===== src/rtl/lkr_pkg.sv =====
// Package: types, constants and command codes shared by the repeat-finder modules.
`timescale 1ns / 1ps
package lkr_pkg;

    localparam int MAX_LEN = 1024;
    localparam int ADDR_W  = $clog2(MAX_LEN);
    localparam int LEN_W   = $clog2(MAX_LEN + 1);
    localparam int SUM_W   = LEN_W + 1;
    localparam int RANK_W  = ADDR_W;
    localparam int RANK2_W = ADDR_W + 1;
    localparam int K_W     = 11;
    localparam int OUT_W   = 12;
    localparam int SYM_W   = 8;
    localparam logic [K_W-1:0] K_RESET = K_W'(2);

    typedef struct packed {
        logic [SYM_W-1:0] symbol;
        logic             last;
    } sym_t;

    typedef struct packed {
        logic signed [OUT_W-1:0] longest_len;
        logic                    too_long;
    } res_t;

    typedef struct packed {
        logic [RANK_W-1:0]  r1;
        logic [RANK2_W-1:0] r2;
        logic [ADDR_W-1:0]  idx;
    } entry_t;

    localparam int ENTRY_W = $bits(entry_t);
    localparam int KEY_W   = RANK_W + RANK2_W;

    typedef enum logic [4:0] {
        S_IDLE, S_START,
        S_BLD0, S_BLD1, S_BLD2,
        S_SRT_INIT, S_SRT0, S_SRT1, S_SRT2, S_SRT3,
        S_RNK_INIT, S_RNK0, S_RNK1, S_CHK,
        S_LCP_INIT, S_LCP0, S_LCP1, S_LCP2,
        S_CMP0, S_CMP1, S_CMP2,
        S_DONE
    } state_t;

    typedef enum logic [4:0] {
        OP_NONE, OP_LOAD, OP_START,
        OP_BLD_I, OP_BLD_IH, OP_BLD_WR,
        OP_SRT_INIT, OP_SRT_FETCH, OP_SRT_TAKE, OP_SRT_SHIFT, OP_SRT_PLACE,
        OP_RNK_INIT, OP_RNK_FETCH, OP_RNK_WR, OP_DOUBLE,
        OP_LCP_INIT, OP_LCP_A, OP_LCP_B, OP_LCP_TAKE,
        OP_CMP_A, OP_CMP_B, OP_CMP_INC, OP_LCP_NEXT,
        OP_FINISH
    } dp_op_t;

    typedef struct packed {
        dp_op_t op;
    } cmd_t;

    typedef struct packed {
        logic k_fits;
        logic last_i;
        logic n_one;
        logic j_one;
        logic v_less;
        logic sort_done;
        logic in_range;
        logic eq;
        logic lcp_last;
        logic out_free;
    } status_t;

endpackage


===== src/rtl/lkr_ctrl.sv =====
// Controller state machine: sequences load, doubling rounds, ranking and the LCP scan.
`timescale 1ns / 1ps
module lkr_ctrl import lkr_pkg::*; (
    input  logic    clk,
    input  logic    rst_n,
    input  logic    sym_valid,
    input  logic    sym_last,
    output logic    sym_stall,
    input  status_t status,
    output cmd_t    cmd
);

    state_t state_reg, state_next;

    always_ff @(posedge clk or negedge rst_n)
    begin
        if (!rst_n)
        begin
            state_reg <= S_IDLE;
        end
        else
        begin
            state_reg <= state_next;
        end
    end

    always_comb
    begin
        state_next = state_reg;
        cmd.op     = OP_NONE;
        sym_stall  = (state_reg != S_IDLE);
        case (state_reg)
            S_IDLE:
            begin
                if (sym_valid)
                begin
                    cmd.op = OP_LOAD;
                    if (sym_last)
                    begin
                        state_next = S_START;
                    end
                end
            end
            S_START:
            begin
                cmd.op     = OP_START;
                state_next = status.k_fits ? S_BLD0 : S_DONE;
            end
            S_BLD0:
            begin
                cmd.op     = OP_BLD_I;
                state_next = S_BLD1;
            end
            S_BLD1:
            begin
                cmd.op     = OP_BLD_IH;
                state_next = S_BLD2;
            end
            S_BLD2:
            begin
                cmd.op     = OP_BLD_WR;
                state_next = status.last_i ? S_SRT_INIT : S_BLD0;
            end
            S_SRT_INIT:
            begin
                cmd.op     = OP_SRT_INIT;
                state_next = status.n_one ? S_RNK_INIT : S_SRT0;
            end
            S_SRT0:
            begin
                cmd.op     = OP_SRT_FETCH;
                state_next = S_SRT1;
            end
            S_SRT1:
            begin
                cmd.op     = OP_SRT_TAKE;
                state_next = S_SRT2;
            end
            S_SRT2:
            begin
                if (status.v_less)
                begin
                    cmd.op     = OP_SRT_SHIFT;
                    state_next = status.j_one ? S_SRT3 : S_SRT2;
                end
                else
                begin
                    cmd.op     = OP_SRT_PLACE;
                    state_next = status.last_i ? S_RNK_INIT : S_SRT0;
                end
            end
            S_SRT3:
            begin
                cmd.op     = OP_SRT_PLACE;
                state_next = status.last_i ? S_RNK_INIT : S_SRT0;
            end
            S_RNK_INIT:
            begin
                cmd.op     = OP_RNK_INIT;
                state_next = S_RNK0;
            end
            S_RNK0:
            begin
                cmd.op     = OP_RNK_FETCH;
                state_next = S_RNK1;
            end
            S_RNK1:
            begin
                cmd.op     = OP_RNK_WR;
                state_next = status.last_i ? S_CHK : S_RNK0;
            end
            S_CHK:
            begin
                if (status.sort_done)
                begin
                    state_next = S_LCP_INIT;
                end
                else
                begin
                    cmd.op     = OP_DOUBLE;
                    state_next = S_BLD0;
                end
            end
            S_LCP_INIT:
            begin
                cmd.op     = OP_LCP_INIT;
                state_next = S_LCP0;
            end
            S_LCP0:
            begin
                cmd.op     = OP_LCP_A;
                state_next = S_LCP1;
            end
            S_LCP1:
            begin
                cmd.op     = OP_LCP_B;
                state_next = S_LCP2;
            end
            S_LCP2:
            begin
                cmd.op     = OP_LCP_TAKE;
                state_next = S_CMP0;
            end
            S_CMP0:
            begin
                if (status.in_range)
                begin
                    cmd.op     = OP_CMP_A;
                    state_next = S_CMP1;
                end
                else
                begin
                    cmd.op     = OP_LCP_NEXT;
                    state_next = status.lcp_last ? S_DONE : S_LCP0;
                end
            end
            S_CMP1:
            begin
                cmd.op     = OP_CMP_B;
                state_next = S_CMP2;
            end
            S_CMP2:
            begin
                if (status.eq)
                begin
                    cmd.op     = OP_CMP_INC;
                    state_next = S_CMP0;
                end
                else
                begin
                    cmd.op     = OP_LCP_NEXT;
                    state_next = status.lcp_last ? S_DONE : S_LCP0;
                end
            end
            S_DONE:
            begin
                if (status.out_free)
                begin
                    cmd.op     = OP_FINISH;
                    state_next = S_IDLE;
                end
            end
            default:
            begin
                state_next = S_IDLE;
            end
        endcase
    end

endmodule


===== config.mk =====
export PLATFORM = sky130hd
export DESIGN_NAME = lkr_ctrl
export DESIGN_NICKNAME = d
export VERILOG_FILES = /design/src/rtl/lkr_pkg.sv /design/src/rtl/lkr_ctrl.sv
export SDC_FILE = /design/constraint.sdc
export NUM_CORES = 1
export LEC_CHECK = 0
export BUFFER_PORTS_ARGS = -buffer_cell sky130_fd_sc_hd__buf_2
export CORE_UTILIZATION = 58
export CTS_CLUSTER_SIZE = 25
export DETAILED_ROUTE_END_ITERATION = 10
export PLACE_DENSITY = 0.86
export SLEW_MARGIN = 5
export SYNTH_ARGS = -nofsm -noshare
export SYNTH_HDL_FRONTEND = slang
export SYNTH_SLANG_ARGS = --single-unit

===== constraint.sdc =====
create_clock -name clk -period 4.34 [get_ports clk]
set_clock_uncertainty 0.2 [all_clocks]
set_input_delay 0.868 -clock clk [delete_from_list [all_inputs] [get_ports clk]]
set_output_delay 0.868 -clock clk [all_outputs]
set_load 0.05 [all_outputs]

# After elaboration in Yosys (flattened, before gate mapping)
# Index checks and enable logic that the tools add are counted.
# W data, S select, Z words.
word_totals:
  register_bits: 5
  in_bits: 14
  output_inout_bits: 6
  word_cells: 50
classes:
  eq_ne: 24
  n_mux: 22
  n_reduce_logical: 3
op_table:
  columns: ["op", "n"]
  rows:
  - ["$pmux W5 S22", 2]
  - ["$eq A5 B4 Y1 const B", 8]
  - ["$mux W5", 8]
  - ["$eq A5 B5 Y1 const B", 6]
  - ["$eq A5 B3 Y1 const B", 4]
  - ["$mux W4", 5]
  - ["$eq A5 B2 Y1 const B", 2]
  - ["$mux W3", 3]
  - ["$ne A2 B2 Y1 const B", 3]
  - ["$eq A5 B1 Y1 const B", 1]
  - ["$logic_not A5 Y1", 1]
  - ["$reduce_bool A5 Y1", 1]
  - ["$mux W2", 2]
  - ["$reduce_and A3 Y1", 1]
  - ["$mux W1", 2]

# Logic depth before layout (Yosys ltp)
# Gate-level depths: netlist of run 1.
depth:
  depth_word: 3
  depth_mapped: 6
  ltp_nobuf: 4

# Least setup slack after synthesis of run 1
# OpenSTA, ideal clock, no wires.
synth_timing:
  path_kind: "input -> output"
  from: "input port status[2] in the netlist's numbering"
  to: "output port cmd[1] in the netlist's numbering"
  t_arrival_ns: 2.570
  required_time_ns: 3.272
  path_slack_ns: 0.702
  stages: 4
  n_path_buf: 0
  path_cell_list: "or3b_2 -> a21oi_1 -> a21oi_1 -> o21ai_0"
synth_lines:
  columns: ["element", "line_no", "text"]
  rows:
  - ["start: declaration", "lkr_ctrl.sv:9", "input status_t status,"]
  - ["end: declaration", "lkr_ctrl.sv:10", "output cmd_t cmd"]

==> Flow_metrics.wiki, run 1 <==
{| class="wikitable"
! Metric !! Value
|-
| Diodes inserted || 0
|-
| Cell depth of the worst setup path || 5
|-
| Wire length of the first global-routing pass || 3877 um
|-
| Required time of the critical path || 3.27 ns
|-
| Critical Path AT || 2.24 ns
|-
| Buf+Inv Stages, Crit Path || 2
|-
| Count of buffers added by post-CTS timing repair for setup || 0
|-
| Hold buffers post-CTS || 0
|-
| Slowest library cell on the worst path || sky130_fd_sc_hd__dfrtp_1
|-
| Unique masters post-synth || 46
|-
| Clock Tree Root || sky130_fd_sc_hd__clkbuf_4
|-
| Post-route minimum period || 3.310 ns
|-
| Part of the Yosys area used for sequential elements || 13.79%
|-
| Worst-path cell chain || clkinv_1 -> a22oi_1 -> o22a_1 -> o221ai_1 -> buf_2
|-
| Portion of total power attributed to the clock network || roughly 6.5%
|-
| Count of cells along the worst register-to-register path || 4
|-
| Number of buffer cells added on primary ports || 19
|-
| Number of clock buffers inserted by TritonCTS || 3
|-
| Detailed Route WL || 2236 um
|-
| Post-layout power || 0.8030 mW
|-
| Worst Hold Margin || 0.2326 ns
|-
| Critical Path Max Stage Delay || 0.73 ns
|-
| Number of global-route vias before repair || 885
|-
| NetSw || between 0.4 and 0.5 mW
|-
| Proportion of layout cells with a drive suffix above 1 || between 20% and 30%
|-
| Area of the mapped netlist || roughly 910 um^2
|-
| Max Slew Vio Count || 0
|-
| Total of fill cells in the finished design || 119
|-
| Setup TNS Final || 0 ns
|-
| Routed length per instance || 14.81 um
|-
| Total Routing Usage GR || between 20% and 30%
|-
| Status || finished, final reports clean
|-
| Full die area || 1726 um^2
|-
| Placed inst area || 917.1 um^2
|-
| Delay-heaviest family, CP || flip-flops
|-
| Count of nets left with antenna violations after detail routing || 0
|-
| Starting Density || 65.61%
|-
| Combinational cell fraction of total power || a little over two thirds
|-
| Vertical die dimension || 41.55 um
|-
| Worst slew slack as a fraction of its limit || 40.18%
|-
| Number of antenna violations at the first check in global routing || 0
|-
| Detailed-router iteration count before antenna repair || 4
|-
| Share of the clock period used by the worst path || 76.27%
|-
| Timing-limited maximum frequency || 302.1 MHz
|-
| Net Sw Frac || 60.08%
|-
| Maximum Capacitance Violations || 0
|-
| Sum of net half-perimeters after detailed placement || 1590 um
|-
| RSZ-0062 raised after global routing || no
|-
| Count of instances resized after the clock tree is built || 0
|-
| Average instance area after synthesis || between 7 and 8 um^2
|-
| Pwr per Cell Area || around 850 nW/um^2
|-
| Hold Violations, Final || 0
|-
| Final instance count without filler cells || roughly 150
|-
| Largest vdd supply drop || 0.7262 mV
|-
| Crit path kind || register to output pin
|-
| Post-synth EDFFs || 0
|-
| Total Nets Final || approximately 150
|-
| Clock network latency to the later pin of the worst-skew pair || 0.24 ns
|-
| Via count || between 1000 and 1500
|-
| Worst min-delay path category || input pin to asynchronous set/reset pin
|-
| Flip-flop count of the largest register after layout || 5
|-
| Total instance count after detailed placement || between 100 and 150
|-
| Grt ovf || 0
|-
| Row count || 13
|-
| Max clock buf depth || 2
|-
| Number of H-tree levels || 1
|-
| Actual slew at the worst max-slew pin || 0.8974 ns
|-
| Cell area after layout || 943.4 um^2
|-
| Synthesis warning total || 0
|-
| Number of instances in the synthesized netlist || ~120
|-
| Final setup violating endpoints || 0
|-
| Static power due to leakage || 0.3580 nW
|-
| Share of flip-flops with an asynchronous set or reset || 100.0%
|-
| Net count after synthesis || 138
|-
| Crit path launch type || register
|-
| Average via count per standard cell || between 6 and 7
|-
| Final weighted congestion of routability-driven global placement || around 0.88
|-
| Register clock-pin slew on the reported worst setup and hold paths || ~0.040 ns
|-
| CTS tree || yes
|-
| Critical path fanouts, max || 21
|-
| Total DRC errors in the routed layout || 0
|-
| Internal power summed over all cells || 0.3206 mW
|-
| Synth Flop Type || sky130_fd_sc_hd__dfrtp_1
|-
| Core outline area || ~1400 um^2
|-
| Layout area overhead || 4.000%
|-
| Kind of end point of the critical path || output pin
|-
| Seq cells post-synth || 5
|-
| Share of power burned in registers || 23.7%
|-
| # IOs || 20
|-
| Pin count of the biggest net entering global routing || 36
|-
| Detailed Route Iter0 Violations || 49
|-
| Width of the die || 41.55 um
|-
| Number of clock sinks || 5
|}
worst paths after layout:
| path | from | endpoint | slack, ns |
|---|---|---|---|
| max | state_reg[2] | cmd[0] | 1.03 |
| min | rst_n | state_reg[3] | 0.23 |
| max reg2reg | state_reg[2] | state_reg[2] | 2.21 |
| min reg2reg | state_reg[4] | state_reg[3] | 0.69 |
| max in group asynchronous | rst_n | state_reg[0] | 3.58 |
| min in group clk | status[1] | state_reg[3] | 0.69 |
power groups by stage:
stage,sequential (mW),clock (mW),combinational [mW]
after global routing,0.204,0.0582,0.611
final,0.190,0.0522,0.561
after global placement,0.185,0,0.547
after floorplan,0.0887,0,0.592
after detailed placement,0.187,0,0.554
after CTS,0.187,0.0533,0.556
per-stage QoR:
stage	setup WS, ns	util (%)
5_1_grt	0.8726	68.24
3_5_place_dp	1.189	66.33
4_1_cts	1.072	68.24
6_report	1.030	68.24
3_3_place_gp	1.227	66.33
2_1_floorplan	0.7017	-
cells by family (layout without fill, tap and decap cells):
| logic type | count (synthesis) | after routing | synth area share, % |
|---|---|---|---|
| AOI/OAI and AO/OA | 51 | 51 | 38.90 |
| buffers and inverters | 16 | 28 | 13.52 |
| and+or+nand+nor | 51 | 51 | 32.69 |
| DFF | 5 | 5 | 13.79 |
| muxes | 1 | 1 | 1.103 |
Yosys cell counts (all sizes together) (2+ instances only):
cell type | number | share of area (%)
a22oi | 3 | 2.5
o32a | 2 | 2.3
nand3 | 5 | 2.8
o22ai | 2 | 1.4
nor2 | 9 | 3.7
o21ai | 9 | 5.0
dfrtp | 5 | 14
buf | 10 | 9.9
a21oi | 12 | 6.6
o22a | 2 | 1.9
a211oi | 2 | 1.7
o211ai | 4 | 3.3
o2111ai | 2 | 1.9
nor3 | 3 | 1.7
nand2 | 8 | 3.3
nand2b | 8 | 6.6
inv | 4 | 1.7
o221ai | 2 | 1.9
or3 | 3 | 2.6
a211o | 2 | 1.9
nor4b | 2 | 2.6
nor2b | 8 | 5.5
cell type report:
class	instances	area [um^2]	area share, %
repair buffers	19	95.09	10.08
flip-flops and latches	5	125.1	13.26
clock buffers	4	26.28	2.785
multi-input cells	103	659.4	69.89
well taps	15	18.77	1.989
inverters	5	18.77	1.989
per-layer routing:
layer  vias up  track usage, %  wire length (um)
met5         -               0                 0
met4         0           5.806                14
met3         2           5.652               141
met2        47           41.88              1069
met1       467           40.11              1011
li1        493               -                 -
cell usage in the layout, fill, tap and decap left out, types with 3 or more instances in the layout:
cell	n
sky130_fd_sc_hd__o21ai_0	9
sky130_fd_sc_hd__nand3_1	5
sky130_fd_sc_hd__nand2_1	8
sky130_fd_sc_hd__inv_1	4
sky130_fd_sc_hd__dfrtp_1	5
sky130_fd_sc_hd__nor3_1	3
sky130_fd_sc_hd__nor2_1	9
sky130_fd_sc_hd__clkbuf_4	3
sky130_fd_sc_hd__a22oi_1	3
sky130_fd_sc_hd__nand2b_1	6
sky130_fd_sc_hd__buf_2	19
sky130_fd_sc_hd__o211ai_1	4
sky130_fd_sc_hd__nor2b_1	8
sky130_fd_sc_hd__a21oi_1	12
No activity file was read; power rests on OpenSTA's default activity.
==> run 2, diff against run 1 <==
CORE_UTILIZATION = 53   (was 58)
PLACE_DENSITY = 0.79   (was 0.86)
clock period = 3.37 ns   (was 4.34 ns; I/O delays follow)
==> run 2 against run 1 <==
Effect of this change: routed wire length is 8.9% higher; clock power up 33%; via count is 3.3% higher; global-route usage rose by 2.1 points; count of clock-buffer cells in the layout is the same; non-clock buffer count grew 4; register-to-register slack got worse by 0.88 ns; die area is 9.0% higher; sequential power about the same; worst setup slack got worse by 0.61 ns; largest cell class unchanged; critical path type unchanged; combinational power is 46% higher.
==> Flow_metrics.wiki, run 2 (same netlist as run 1, synthesis figures left out) <==
{| class="wikitable"
! Metric !! Value
|-
| Full die area || 1881 um^2 (was 1726 um^2)
|-
| Cell depth of the worst setup path || 5 (unchanged)
|-
| Total of fill cells in the finished design || 146 (was 119)
|-
| Final setup margin || 0.4205 ns (was 1.030 ns)
|-
| Cell area after layout || 974.7 um^2 (was 943.4 um^2)
|-
| Largest vdd supply drop || 0.6658 mV (was 0.7262 mV)
|-
| Actual slew at the worst max-slew pin || 0.6459 ns (was 0.8974 ns)
|-
| Placed inst area || 948.4 um^2 (was 917.1 um^2)
|-
| Crit path launch type || register (unchanged)
|-
| Critical Path AT || 2.08 ns (was 2.24 ns)
|-
| Count of buffers added by post-CTS timing repair for setup || 0 (unchanged)
|-
| Pwr per Cell Area || 1106 nW/um^2 (was 851.2 nW/um^2)
|-
| Critical path startpoint || state_reg[2] (unchanged)
|-
| Portion of total power attributed to the clock network || 6.4% (was 6.5%)
|-
| Max clock buf depth || 2 (unchanged)
|-
| Worst R2R Start || state_reg[0] (was state_reg[2])
|-
| Timing-limited maximum frequency || 339.0 MHz
|-
| Number of global-route vias before repair || 916 (was 885)
|-
| Starting Density || 58.19% (was 65.61%)
|-
| Critical Path Max Stage Delay || 0.62 ns (was 0.73 ns)
|-
| Count of instances resized after the clock tree is built || 0 (unchanged)
|-
| Maximum Capacitance Violations || 0 (unchanged)
|-
| Average via count per standard cell || 6.679 (was 6.682)
|-
| Count of nets left with antenna violations after detail routing || 0 (unchanged)
|-
| Status || finished, final reports clean (unchanged)
|-
| Utilization after layout || 62.52% (was 68.24%)
|-
| Wire length of the first global-routing pass || 4202 um (was 3877 um)
|-
| Register clock-pin slew on the reported worst setup and hold paths || 0.05 ns (was 0.04 ns)
|-
| Worst reg-to-reg setup slack || 1.33 ns (was 2.21 ns)
|-
| Multi-input logic area || 659.4 um^2 (unchanged)
|-
| Static power due to leakage || 0.3777 nW (was 0.3580 nW)
|-
| Internal power summed over all cells || 0.4409 mW (was 0.3206 mW)
|-
| Final weighted congestion of routability-driven global placement || 0.9047 (was 0.8779)
|-
| Setup TNS Final || 0 ns (unchanged)
|-
| Worst-path cell chain || clkinv_1 -> a22oi_1 -> o22a_1 -> o221ai_1 -> buf_2 (unchanged)
|-
| Number of clock buffers inserted by TritonCTS || 3 (unchanged)
|-
| Total instance count after detailed placement || 152 (was 147)
|-
| Last element of the critical path || cmd[0] (unchanged)
|-
| Hold Violations, Final || 0 (unchanged)
|-
| Leading cell types in the layout, fill and taps excluded || sky130_fd_sc_hd__buf_2, sky130_fd_sc_hd__a21oi_1, sky130_fd_sc_hd__nor2_1, sky130_fd_sc_hd__o21ai_0 (unchanged)
|-
| Worst min-delay path category || input pin to asynchronous set/reset pin (unchanged)
|-
| Clock Tree Root || sky130_fd_sc_hd__clkbuf_4 (unchanged)
|-
| # IOs || 20 (unchanged)
|-
| Final setup violating endpoints || 0 (unchanged)
|-
| Sum of net half-perimeters after detailed placement || 1749 um (was 1590 um)
|-
| NetSw || 0.6373 mW (was 0.4824 mW)
|-
| Share of power burned in registers || 17.8% (was 23.7%)
|-
| Share of the clock period used by the worst path || 87.52%
|-
| Total Routing Usage GR || 29.74% (was 27.59%)
|-
| Flip-flop count of the largest register after layout || 5 (unchanged)
|-
| Post-route minimum period || 2.949 ns
|-
| Detailed Route WL || 2434 um (was 2236 um)
|-
| Detailed-router iteration count before antenna repair || 5 (was 4)
|-
| Crit path kind || register to output pin (unchanged)
|-
| Core outline area || 1559 um^2 (was 1383 um^2)
|-
| Pre-CTS WS || 0.6013 ns (was 1.189 ns)
|-
| Via count || 1042 (was 1009)
|-
| Width of the die || 43.37 um (was 41.55 um)
|-
| Delay-heaviest family, CP || buffers and inverters (was flip-flops)
|-
| CTS tree || yes (unchanged)
|-
| Total Nets Final || 155 (was 151)
|-
| RSZ-0062 raised after global routing || no (unchanged)
|-
| Clock network latency to the later pin of the worst-skew pair || 0.24 ns (about the same)
|-
| Net Sw Frac || 59.11% (was 60.08%)
|-
| Number of H-tree levels || 1 (unchanged)
|-
| Vertical die dimension || 43.37 um (was 41.55 um)
|-
| Required time of the critical path || 2.50 ns (was 3.27 ns)
|-
| Max Slew Vio Count || 0 (unchanged)
|-
| Worst slew slack as a fraction of its limit || 56.94% (was 40.18%)
|-
| Number of clock sinks || 5 (unchanged)
|-
| Slowest library cell on the worst path || sky130_fd_sc_hd__dfrtp_1 (unchanged)
|-
| Leading cell type in the layout, fill and taps excluded || sky130_fd_sc_hd__buf_2 (unchanged)
|-
| Hold buffers post-CTS || 0 (unchanged)
|-
| Kind of end point of the critical path || output pin (unchanged)
|-
| Count of cells along the worst register-to-register path || 5 (was 4)
|-
| Diodes inserted || 0 (unchanged)
|-
| Detailed Route Iter0 Violations || 59 (was 49)
|-
| Number of antenna violations at the first check in global routing || 0 (unchanged)
|-
| Row count || 14 (was 13)
|-
| Buf+Inv Stages, Crit Path || 2 (unchanged)
|-
| Area occupied by registers || 125.1 um^2 (unchanged)
|-
| Total DRC errors in the routed layout || 0 (unchanged)
|-
| Critical path fanouts, max || 13 (was 21)
|-
| Routed length per instance || 15.60 um (was 14.81 um)
|-
| Worst r2r dst || state_reg[2] (unchanged)
|-
| Pin count of the biggest net entering global routing || 22 (was 36)
|-
| Combinational cell fraction of total power || 75.8% (was 69.8%)
|-
| Grt ovf || 0 (unchanged)
|-
| Final instance count without filler cells || 156 (was 151)
|-
| Layout area overhead || 7.448% (was 4.000%)
|-
| Number of buffer cells added on primary ports || 19 (unchanged)
|-
| Proportion of layout cells with a drive suffix above 1 || 25.00% (was 22.79%)
|}
[run 2: cell count changes in the layout (fill, tap and decap cells not counted), sizes merged]
cell / before / now
buf: 19 / 23
[run 2: layer usage]
metal / GRT usage (%) / vias up / share of wire (%)
li1: - / 504 / -
met1: 41.30 / 487 / 43
met2: 46.67 / 47 / 49
met3: 7.500 / 4 / 6.8
met4: 6.875 / 0 / 1.4
met5: 0 / - / 0
[run 2: area by class of cell]
cell class | instances | area share, %
Clock buffer | 4 | 2.696
Inverter | 5 | 1.926
Multi-Input combinational cell | 103 | 67.65
Sequential cell | 5 | 12.84
Tap cell | 16 | 2.054
Timing Repair Buffer | 23 | 12.84
[run 2: worst min path at each step]
stage / start / endpoint / slack [ns] / cells past startpoint
after CTS: rst_n / state_reg[3] / 0.04 / 1
after global placement: rst_n / state_reg[1] / 0.29 / 1
final: rst_n / state_reg[3] / 0.04 / 1
after floorplan: rst_n / state_reg[0] / 0.18 / 0
after global routing: rst_n / state_reg[3] / 0.02 / 1
after detailed placement: rst_n / state_reg[1] / 0.30 / 1
[run 2: stage by stage]
step           power (mW)  hold WS, ns
4_1_cts             1.070      0.03884
2_1_floorplan      0.8768       0.1784
3_3_place_gp       0.9884       0.2874
6_report            1.078      0.03912
3_5_place_dp       0.9945       0.2957
5_1_grt             1.174      0.02478
[run 2: power groups by stage]
stage	logic [mW]	registers (mW)	clock network, mW
after global routing	0.889	0.205	0.0800
after detailed placement	0.806	0.189	0
after global placement	0.803	0.186	0
after CTS	0.812	0.188	0.0712
final	0.817	0.191	0.0694
after floorplan	0.763	0.114	0
==> run 3, diff against run 2 <==
BUFFER_PORTS_ARGS = not set   (was -buffer_cell sky130_fd_sc_hd__buf_2)
CORE_MARGIN = 5   (was not set)
CORE_UTILIZATION = 60   (was 53)
DONT_BUFFER_PORTS = 1   (was not set)
PLACE_DENSITY = 0.77   (was 0.79)
==> run 3 against run 2 <==
Effect of this change: cell area is 5.6% lower; global-route usage decreased by 9.0 points; clock power down 4.0%; worst hold slack better by 0.35 ns; non-clock buffer count shrank 14; worst setup slack better by 0.037 ns; count of clock-buffer cells in the layout did not move; critical path depth did not move; via count down 4.3%.
==> Flow_metrics.wiki, run 3 (same netlist as run 1, synthesis figures left out) <==
{| class="wikitable"
! Metric !! Value
|-
| Detailed Route Iter0 Violations || 84 (was 59)
|-
| Vertical die dimension || 48.88 um (was 43.37 um)
|-
| Final setup violating endpoints || 0 (unchanged)
|-
| Terminating pin of the worst hold path || state_reg[3]
|-
| Share of power burned in registers || 17.9% (was 17.8%)
|-
| Detailed Route WL || 2470 um (was 2434 um)
|-
| Wire length of the first global-routing pass || 4098 um (was 4202 um)
|-
| # IOs || 20 (unchanged)
|-
| Max Slew Vio Count || 0 (unchanged)
|-
| Internal power summed over all cells || 0.4547 mW (was 0.4409 mW)
|-
| Routed length per instance || 17.39 um (was 15.60 um)
|-
| CTS tree || yes (unchanged)
|-
| Max clock buf depth || 2 (unchanged)
|-
| Number of global-route vias before repair || 884 (was 916)
|-
| Sum of net half-perimeters after detailed placement || 1835 um (was 1749 um)
|-
| Critical Path Max Stage Delay || 0.79 ns (was 0.62 ns)
|-
| Number of cells traversed by the worst hold path || 1
|-
| Placed inst area || 883.3 um^2 (was 948.4 um^2)
|-
| Diodes inserted || 0 (unchanged)
|-
| Count of cells along the worst register-to-register path || 5 (unchanged)
|-
| Number of clock sinks || 5 (unchanged)
|-
| Count of nets left with antenna violations after detail routing || 0 (unchanged)
|-
| Leading cell types in the layout, fill and taps excluded || sky130_fd_sc_hd__a21oi_1, sky130_fd_sc_hd__nor2_1, sky130_fd_sc_hd__nand2_1, sky130_fd_sc_hd__nor2b_1, sky130_fd_sc_hd__buf_4 (was sky130_fd_sc_hd__buf_2, sky130_fd_sc_hd__a21oi_1, sky130_fd_sc_hd__nor2_1, sky130_fd_sc_hd__o21ai_0)
|-
| Register clock-pin slew on the reported worst setup and hold paths || 0.04 ns (was 0.05 ns)
|-
| Net Sw Frac || 58.33% (was 59.11%)
|-
| Required time of the critical path || 2.50 ns (about the same)
|-
| Width of the die || 48.88 um (was 43.37 um)
|-
| Average via count per standard cell || 7.021 (was 6.679)
|-
| Worst r2r dst || state_reg[2] (unchanged)
|-
| Row count || 14 (unchanged)
|-
| Worst-path cell chain || nor2b_1 -> o22ai_1 -> o32a_2 -> o211ai_1 -> buf_4 (was clkinv_1 -> a22oi_1 -> o22a_1 -> o221ai_1 -> buf_2)
|-
| Total instance count after detailed placement || 137 (was 152)
|-
| Grt ovf || 0 (unchanged)
|-
| Via count || 997 (was 1042)
|-
| Clock Tree Root || sky130_fd_sc_hd__clkbuf_4 (unchanged)
|-
| Cell area after layout || 919.6 um^2 (was 974.7 um^2)
|-
| Worst slew slack as a fraction of its limit || 53.34% (was 56.94%)
|-
| Actual slew at the worst max-slew pin || 0.6999 ns (was 0.6459 ns)
|-
| Final weighted congestion of routability-driven global placement || 0.9214 (was 0.9047)
|-
| Worst R2R Start || state_reg[0] (unchanged)
|-
| Post-route minimum period || 2.912 ns (was 2.949 ns)
|-
| Final instance count without filler cells || 142 (was 156)
|-
| Pin count of the biggest net entering global routing || 27 (was 22)
|-
| Maximum Capacitance Violations || 0 (unchanged)
|-
| Flip-flop count of the largest register after layout || 5 (unchanged)
|-
| Proportion of layout cells with a drive suffix above 1 || 15.87% (was 25.00%)
|-
| Largest vdd supply drop || 0.6207 mV (was 0.6658 mV)
|-
| Core outline area || 1471 um^2 (was 1559 um^2)
|-
| Total DRC errors in the routed layout || 0 (unchanged)
|-
| Timing-limited maximum frequency || 343.4 MHz (was 339.0 MHz)
|-
| Full die area || 2389 um^2 (was 1881 um^2)
|-
| Crit path kind || register to output pin (unchanged)
|-
| Portion of total power attributed to the clock network || 6.1% (was 6.4%)
|-
| Total Nets Final || 141 (was 155)
|-
| NetSw || 0.6364 mW (was 0.6373 mW)
|-
| Leading cell type in the layout, fill and taps excluded || sky130_fd_sc_hd__a21oi_1 (was sky130_fd_sc_hd__buf_2)
|-
| Pwr per Cell Area || 1186 nW/um^2 (was 1106 nW/um^2)
|-
| Total Routing Usage GR || 20.78% (was 29.74%)
|-
| Worst reg-to-reg setup slack || 1.25 ns (was 1.33 ns)
|-
| Number of antenna violations at the first check in global routing || 0 (unchanged)
|-
| Count of instances resized after the clock tree is built || 0 (unchanged)
|-
| Number of buffer cells added on primary ports || 0 (was 19)
|-
| Combinational cell fraction of total power || 76.0% (was 75.8%)
|-
| Number of clock buffers inserted by TritonCTS || 3 (unchanged)
|-
| Layout area overhead || 1.379% (was 7.448%)
|-
| Status || finished, final reports clean (unchanged)
|-
| RSZ-0062 raised after global routing || no (unchanged)
|-
| Slowest library cell on the worst path || sky130_fd_sc_hd__dfrtp_1 (unchanged)
|-
| Detailed-router iteration count before antenna repair || 4 (was 5)
|-
| Startpoint of the worst hold path || status[1]
|-
| Crit path launch type || register (unchanged)
|-
| Number of H-tree levels || 1 (unchanged)
|-
| Starting Density || 61.65% (was 58.19%)
|-
| Clock network latency to the later pin of the worst-skew pair || 0.24 ns (about the same)
|-
| Static power due to leakage || 0.3257 nW (was 0.3777 nW)
|-
| Worst min-delay path category || input pin to register (was input pin to asynchronous set/reset pin)
|-
| Share of the clock period used by the worst path || 86.42% (was 87.52%)
|-
| Setup TNS Final || 0 ns (unchanged)
|-
| Critical Path AT || 2.04 ns (was 2.08 ns)
|-
| Post-layout power || 1.091 mW (was 1.078 mW)
|-
| Hold Violations, Final || 0 (unchanged)
|-
| Kind of end point of the critical path || output pin (unchanged)
|-
| Critical path fanouts, max || 26 (was 13)
|}
==> run 3: power groups by stage <==
stage                     Clock [mW]  Sequential [mW]  Combinational [mW]
final                         0.0666            0.195               0.829
after global routing          0.0735            0.203               0.898
after CTS                     0.0702            0.190               0.821
after detailed placement           0            0.191               0.816
after global placement             0            0.188               0.807
after floorplan                    0            0.114               0.763
==> run 3: worst max path at each step <==
stage / start / end / slack, ns
after global placement: state_reg[0] / cmd[2] / 0.77
after detailed placement: state_reg[0] / cmd[2] / 0.73
after CTS: state_reg[0] / cmd[2] / 0.47
after floorplan: status[2] / cmd[1] / 0.12
final: state_reg[0] / cmd[2] / 0.46
after global routing: state_reg[0] / cmd[2] / 0.31
==> run 3: critical path: cells and delay by family, from the launching register on <==
kind	cells	cell delay, ns
compound gates	3	0.50
buf+inv	1	0.23
flops	1	0.79
simple gates	1	0.29
==> run 3: cell type report <==
cell class	count	area (um^2)
multi-input combinational	103	659.4
fill	135	551.8
sequential	5	125.1
timing repair buffer	9	70.07
clock buffer	4	26.28
tap	16	20.02
inverter	5	18.77
==> run 3: through the flow <==
step / setup WS [ns] / hold WS, ns / util [%]
2_1_floorplan: 0.1197 / 0.1784 / -
3_3_place_gp: 0.7719 / 0.1785 / 60.03
3_5_place_dp: 0.7269 / 0.1785 / 60.03
4_1_cts: 0.4697 / 0.3858 / 62.50
5_1_grt: 0.3142 / 0.4058 / 62.50
6_report: 0.4576 / 0.3929 / 62.50
==> run 3: routing by layer <==
layer	track usage (%)	vias to the layer above	part of all wire, %	wire (um)
met4	9.865	0	1.3	32
met2	32.17	66	49	1202
li1	-	472	-	-
met5	0	-	0	0
met1	27.73	456	40	976
met3	3.364	3	10	259
==> run 3: repair_timing <==
item                       4_1_cts  5_1_grt
setup endpoints to repair        0        0
hold endpoints to repair         5        0
hold buffers                     1        0
setup buffers                    0        0
